$ cat src/design/slab_pkg.sv
package slab_pkg;

    localparam int LIN_W  = 17;
    localparam int V_W    = 18;
    localparam int R_W    = 18;
    localparam int LIN2_W = 24;

    localparam int unsigned LAB_EPS  = 580;
    localparam int unsigned LAB_OFS  = 9039;
    localparam int unsigned LIN_MUL  = 7787;
    localparam int unsigned LIN_ADD  = 500;
    localparam int unsigned RECIP    = 8589935;
    localparam int          RECIP_SH = 33;

    typedef struct packed {
        logic [7:0] red;
        logic [7:0] green;
        logic [7:0] blue;
    } pixel_t;

    typedef struct packed {
        logic        [14:0] lightness;
        logic signed [15:0] green_red;
        logic signed [15:0] blue_yellow;
    } lab_t;

    typedef logic [255:0][LIN_W-1:0] lin_table_t;

    function automatic lin_table_t lin_table();
        lin_table_t      tab;
        longint unsigned t;
        longint unsigned t2;
        longint unsigned r;
        longint unsigned cand;
        longint unsigned p;
        longint unsigned c;
        tab = '0;
        for (int ci = 0; ci < 256; ci++)
        begin
            c = longint'(ci);
            if (c * 64'd100000 <= 64'd1031475)
            begin
                tab[ci] = LIN_W'((c * 64'd655360 + 64'd16473) / 64'd32946);
            end
            else
            begin
                t  = ((64'd1000 * c + 64'd14025) * 64'd65536 + 64'd134512) / 64'd269025;
                t2 = (t * t + 64'd32768) >> 16;
                r  = 64'd0;
                for (int bt = 16; bt >= 0; bt--)
                begin
                    cand = r | (64'd1 << bt);
                    p = cand;
                    for (int i = 0; i < 4; i++)
                    begin
                        p = (p * cand) >> 16;
                    end
                    if (p <= t2)
                    begin
                        r = cand;
                    end
                end
                tab[ci] = LIN_W'((t2 * r + 64'd32768) >> 16);
            end
        end
        return tab;
    endfunction

    localparam lin_table_t LIN_TABLE = lin_table();

    localparam logic [16:0] KXR = 17'((64'd41240 * 64'd65536 + 64'd47523) / 64'd95047);
    localparam logic [16:0] KXG = 17'((64'd35760 * 64'd65536 + 64'd47523) / 64'd95047);
    localparam logic [16:0] KXB = 17'((64'd18050 * 64'd65536 + 64'd47523) / 64'd95047);
    localparam logic [16:0] KYR = 17'((64'd2126 * 64'd65536 + 64'd5000) / 64'd10000);
    localparam logic [16:0] KYG = 17'((64'd7152 * 64'd65536 + 64'd5000) / 64'd10000);
    localparam logic [16:0] KYB = 17'((64'd722 * 64'd65536 + 64'd5000) / 64'd10000);
    localparam logic [16:0] KZR = 17'((64'd1930 * 64'd65536 + 64'd54441) / 64'd108883);
    localparam logic [16:0] KZG = 17'((64'd11920 * 64'd65536 + 64'd54441) / 64'd108883);
    localparam logic [16:0] KZB = 17'((64'd95050 * 64'd65536 + 64'd54441) / 64'd108883);

    function automatic logic [16:0] mat_coef(input int row, input int col);
        logic [16:0] k;
        unique case (row * 3 + col)
            0:       k = KXR;
            1:       k = KXG;
            2:       k = KXB;
            3:       k = KYR;
            4:       k = KYG;
            5:       k = KYB;
            6:       k = KZR;
            7:       k = KZG;
            8:       k = KZB;
            default: k = '0;
        endcase
        return k;
    endfunction

endpackage

$ cat src/design/slab_out.sv
module slab_out #(
    parameter int FRAC_BITS = 8
) (
    input  logic                              clk,
    input  logic                              rst_n,
    input  logic                              in_valid,
    output logic                              in_ready,
    input  logic [2:0][slab_pkg::R_W-1:0]     in_f,
    output logic                              out_valid,
    input  logic                              out_ready,
    output slab_pkg::lab_t                    out_lab
);

    localparam int NS       = 2;
    localparam int SH       = 16 - FRAC_BITS;
    localparam int HALF     = 1 << (SH - 1);
    localparam int LMAX_RAW = 100 << FRAC_BITS;
    localparam int LMAX     = (LMAX_RAW > 32767) ? 32767 : LMAX_RAW;

    typedef struct packed {
        logic signed [31:0] l_q;
        logic signed [31:0] a_q;
        logic signed [31:0] b_q;
    } acc_t;

    logic [NS-1:0]  valid_reg;
    logic [NS-1:0]  stage_en;
    acc_t           acc_reg, acc_next;
    slab_pkg::lab_t lab_reg, lab_next;

    always_comb
    begin
        stage_en[NS-1] = !valid_reg[NS-1] || out_ready;
        stage_en[0]    = !valid_reg[0] || stage_en[1];
    end

    assign in_ready  = stage_en[0];
    assign out_valid = valid_reg[NS-1];
    assign out_lab   = lab_reg;

    always_comb
    begin
        logic signed [31:0] fx;
        logic signed [31:0] fy;
        logic signed [31:0] fz;
        fx = signed'(32'(in_f[0]));
        fy = signed'(32'(in_f[1]));
        fz = signed'(32'(in_f[2]));
        acc_next.l_q = fy * 32'sd116 - 32'sd1048576;
        acc_next.a_q = (fx - fy) * 32'sd500;
        acc_next.b_q = (fy - fz) * 32'sd200;
    end

    always_comb
    begin
        logic signed [31:0] wl;
        logic signed [31:0] wa;
        logic signed [31:0] wb;
        wl = (acc_reg.l_q + 32'(HALF)) >>> SH;
        wa = (acc_reg.a_q + 32'(HALF)) >>> SH;
        wb = (acc_reg.b_q + 32'(HALF)) >>> SH;
        if (wl < 0)
        begin
            lab_next.lightness = '0;
        end
        else if (wl > 32'(LMAX))
        begin
            lab_next.lightness = 15'(LMAX);
        end
        else
        begin
            lab_next.lightness = wl[14:0];
        end
        if (wa > 32'sd32767)
        begin
            lab_next.green_red = 16'sh7fff;
        end
        else if (wa < -32'sd32768)
        begin
            lab_next.green_red = 16'sh8000;
        end
        else
        begin
            lab_next.green_red = wa[15:0];
        end
        if (wb > 32'sd32767)
        begin
            lab_next.blue_yellow = 16'sh7fff;
        end
        else if (wb < -32'sd32768)
        begin
            lab_next.blue_yellow = 16'sh8000;
        end
        else
        begin
            lab_next.blue_yellow = wb[15:0];
        end
    end

    always_ff @(posedge clk or negedge rst_n)
    begin
        if (!rst_n)
        begin
            valid_reg <= '0;
        end
        else
        begin
            if (stage_en[0])
            begin
                valid_reg[0] <= in_valid;
            end
            if (stage_en[1])
            begin
                valid_reg[1] <= valid_reg[0];
            end
        end
    end

    always_ff @(posedge clk)
    begin
        if (stage_en[0])
        begin
            acc_reg <= acc_next;
        end
        if (stage_en[1])
        begin
            lab_reg <= lab_next;
        end
    end

    assert property (@(posedge clk) disable iff (!rst_n)
        out_valid |-> (32'(out_lab.lightness) <= 32'(LMAX)))
        else $error("lightness above limit");

    assert property (@(posedge clk) disable iff (!rst_n)
        out_ready |-> in_ready)
        else $error("pipeline blocked while output drains");

    assert property (@(posedge clk) disable iff (!rst_n)
        (valid_reg[0] && stage_en[1] && acc_reg.a_q >= 0) |=> out_lab.green_red >= 0)
        else $error("green_red sign flipped");

endmodule

$ cat config.mk
export PLATFORM = sky130hd
export DESIGN_NAME = slab_out
export DESIGN_NICKNAME = d
export VERILOG_FILES = /design/src/design/slab_pkg.sv /design/src/design/slab_out.sv
export SDC_FILE = /design/constraint.sdc
export NUM_CORES = 1
export LEC_CHECK = 0
export BUFFER_PORTS_ARGS = -buffer_cell sky130_fd_sc_hd__buf_2
export CAP_MARGIN = 20
export CORE_MARGIN = 5
export CORE_UTILIZATION = 35
export DETAILED_ROUTE_END_ITERATION = 10
export MAX_ROUTING_LAYER = met4
export PLACE_DENSITY = 0.59
export SLEW_MARGIN = 20
export SYNTH_ARGS = -nofsm -noshare
export SYNTH_HDL_FRONTEND = slang
export SYNTH_SLANG_ARGS = --single-unit
$ cat constraint.sdc
create_clock -name clk -period 4.45 [get_ports clk]
set_input_delay 0.89 -clock clk [delete_from_list [all_inputs] [get_ports clk]]
set_output_delay 0.89 -clock clk [all_outputs]
set_load 0.05 [all_outputs]
; Word level (Yosys, flattened, before mapping)
; Cells that the tools add are included.
[totals]
register_bits = 140
out_inout_bits = 49
word_cells = 32
[classes]
add_sub_neg = 6
multipliers = 3
order_cmp = 6
n_mux = 3
n_reduce_logical = 5
[op_table]
columns = op, count
row1 = $add A32 B9 Y32 const B, 3
row2 = $gt A24 B16 Y1 const B, 3
row3 = $lt A24 B16 Y1 const B, 2
row4 = $sub A18 B18 Y19, 2
row5 = $mux W16, 2
row6 = $mul A19 B8 Y27 const B, 1
row7 = $sub A25 B21 Y26 const B, 1
row8 = $mul A19 B6 Y25 const B, 1
row9 = $lt A24 B1 Y1 const B, 1
row10 = $mul A18 B5 Y23 const B, 1
row11 = $mux W15, 1
row12 = $logic_not A1 Y1, 2
row13 = $logic_or A1 B1 Y1, 2
row14 = $reduce_or A2 Y1, 1

; Longest topological paths before layout
[depth]
word_depth = 3
ltp_mapped = 27
ltp_nobuf = 27

; Least setup slack after synthesis
; No wires, ideal clock.
[synth_path]
kind = input -> register
from = input port in_f[0] (netlist name)
to = register acc_reg[59] (netlist name) (data pin)
arrival_time_ns = 6.451
path_slack_ns = -2.259
cell_stages = 25
n_path_buf = 0
path_cell_list = inv_1 > ha_1 > fa_1 > and2b_1 > o21ai_1 > a211oi_2 > a21o_1 > a41oi_2 > nand2b_1 > xor2_1 > inv_1 > fa_1 > fa_1 > inv_1 > fa_1 > inv_1 > fa_1 > inv_1 > ha_1 > and2_1 > and4_1 > a211oi_1 > o21ai_0 > a21oi_1 > xnor2_1
[synth_lines]
columns = item, line
row1 = from (decl), slab_out.sv:8  ; input logic [2:0][slab_pkg::R_W-1:0] in_f,
row2 = to (signal assigned), slab_out.sv:123  ; acc_reg <= acc_next;
row3 = to (decl), slab_out.sv:28  ; acc_t acc_reg, acc_next;

==> flow_summary.yaml <==
logic_synthesis:
  synth_top_cell_area_share_pct: 23.0
  ys_ff_latch: 111
  syn_area_um2: 14200
  yosysWarnings: 0
  ys_seq_area_share_pct: 23.3
  synth_edf_count: 109
  syn_area_per_cell_um2: 9.64
  synth_top_cell_by_area: "edfxtp_1"
  synth_cells: 1476
  synthTopCellsByArea: "edfxtp_1 23%, ha_1 18%, fa_1 16%"
  mappedNetlistNets: 1846
  synth_cell_types: 94
  synth-main-ff-cell: "edfxtp_1"
  async_reset_ff_share_pct: 1.80
sta:
  finalSetupViolations: 38
  hold_slack_ns: 0.268
  fin_ws_ns: -1.66
  period_share_pct: 137
  fmax_mhz: 164
  finalSetupTns_ns: -35.26
  worstMarginPinSlew_ns: 0.747
  slew_headroom_pct: 50.1
  rsz0062_at_grt: "yes"
  finClkSkew_ns: 0.0145
  slew_violations: 0
  hold_violations: 0
  layout_min_cycle_time_ns: 6.11
place:
  io_buffer_count: 106
  gp_congestion: 0.883
  post-place-cells: 2370
  post-dp-hpwl_mm: 28.0
floorplan:
  core_area_um2: 40000
  die_h_um: 212
  num_rows: 73
  pin_count: 107
  die_x_um: 212
  start_util_pct: 35.6
  dieArea_um2: 44800
global_routing:
  grt_max_degree: 42
  track_usage_pct: 15.9
  grt_overflow_total: 0
  grt_pass1_vias: 11850
  grt_pass1_wl_mm: 57.2
  antenna_found_initial: 5
hold_path:
  hold_path_class: "primary input to asynchronous set/reset pin"
routing:
  drtAntennaViolNets: 0
  drt_iter0_drc: 384
  drt_first_pass_iters: 4
  num_vias: 11596
  drc: 0
  vias_per_cell: 4.71
  wl_per_cell_um: 14.0
  drt-total-wl_mm: 34.4
layout:
  largest_reg_flops: 62
  final_cell_mix: "292 x buf_4, 269 x inv_1, 137 x ha_1"
  nets: 2296
  layout_commonest_cell: "buf_4"
  post-route-util_pct: 50.7
  drive_above_1_share_pct: 40.5
  final_cells: 2461
  areaGrowthSynthToFinish_pct: 42.6
setup_path:
  path_max_fanout: 5
  ff2ff_setup_slack_ns: 1.13
  critPathCaptureType: "flip-flop"
  critPathLaunchType: "primary input"
  critical_path_class: "primary input to flip-flop"
  worstPathRequired_ns: 4.58
  cpMaxStageDelayCell: "fa_1"
  cp_slowest_stage_delay_ns: 0.52
  cp.arrival_ns: 6.24
run_status:
  violations: "negative setup slack"
  status: "complete, but fails checks"
clock_tree:
  clockRootBuffer: "clkbuf_16"
  cts_hold_buffers: 0
  clk-insertion-delay-late_ns: 0.38
  clk_path_buf_depth: 2
  clk_pin_slew_worst_paths_ns: 0.10
  numCtsBuffers: 9
  cts_sinks: 111
  cts_tree: "done"
  htree_num_levels: 3
run:
  cap_violations: 0
critical path, delay by kind of cell:
kind / cells / cell delay (ns)
XOR/XNOR: 3 / 0.40
AO/OA/AOI/OAI: 8 / 1.26
buffers and inverters: 9 / 0.79
adder cells (fa/ha/maj): 7 / 2.49
AND/OR/NAND/NOR: 2 / 0.42
cell type report:
class	count	area, um2
timing repair buffer	452	3400
clock inverter	7	96.3
multi-input combinational	1031	11400
antenna	5	12.5
tap	525	657
sequential	111	3320
clock buffer	9	225
inverter	321	1230
fill	3609	19700
metrics by stage:
stage	setup slack (ns)	area, um2
final	-1.66	20300
after global routing	-1.90	20300
after CTS	-1.58	19500
after detailed placement	-2.27	18300
after global placement	-2.17	18300
after floorplan	-1.76	15200
cells in the mapped netlist, types with 3 or more instances:
cell type    n
and4_1       4
fa_1       112
o21ai_0     46
o21ai_2     12
or3_1        5
clkbuf_1     4
ha_1       200
a211oi_1    12
a41o_1       4
nor3_1      25
o21bai_1    10
and3_1      17
a31oi_1      9
o21a_1      15
a41oi_2      3
nand4_1     12
and2_1      10
nor2b_1     11
buf_2        4
inv_1      320
nor2_1      66
nand2b_1    19
a21oi_1     69
or2_2        9
a41oi_1      3
nand2_1     57
o22ai_1      3
a21o_1      32
edfxtp_1   109
xnor2_1     91
xor2_1      56
xnor2_2      3
a21oi_2      3
o21ai_1      4
nand3_1     37
routing by layer:
layer / vias up / share of wire, % / track usage (%) / wire length, um
met3: 13 / 3.2 / 2.12 / 1080
met1: 5576 / 49 / 22.1 / 16800
met4: 0 / 0.76 / 3.09 / 261
met5: - / 0 / - / 0
li1: 5860 / - / - / -
met2: 147 / 47 / 25.1 / 16300
final timing paths:
| path | startpoint | to | cells after the start |
|---|---|---|---|
| setup / recovery | in_f[0] | acc_reg[58] | 29 |
| hold / removal | rst_n | valid_reg[1] | 1 |
| setup reg to reg | acc_reg[8] | out_lab[2] | 10 |
| hold reg to reg | valid_reg[0] | valid_reg[1] | 1 |
| max in group asynchronous | rst_n | valid_reg[0] | 1 |
| min in group clk | valid_reg[0] | valid_reg[1] | 1 |
cells by family (layout without fill, tap and decap cells):
kind of cell | after synthesis | in the layout | synth area share (%)
buffers and inverters | 334 | 789 | 9.07
adders and majority gates | 314 | 314 | 33.5
and+or+nand+nor | 295 | 295 | 10.9
AOI/OAI and AO/OA | 266 | 266 | 13.2
xor gates and xnor gates | 153 | 153 | 9.77
DFF | 111 | 111 | 23.3
muxes | 2 | 2 | 0.149
other | 1 | 6 | 0.0263
what timing repair did:
action,CTS,global route
setup buffers,50,33
gates resized for setup,135,113
pin swaps,167,104
endpoints found under the setup margin,40,42
Power is not shown: default switching activity piles up to over one toggle a cycle in this logic, so the estimate is an artifact.
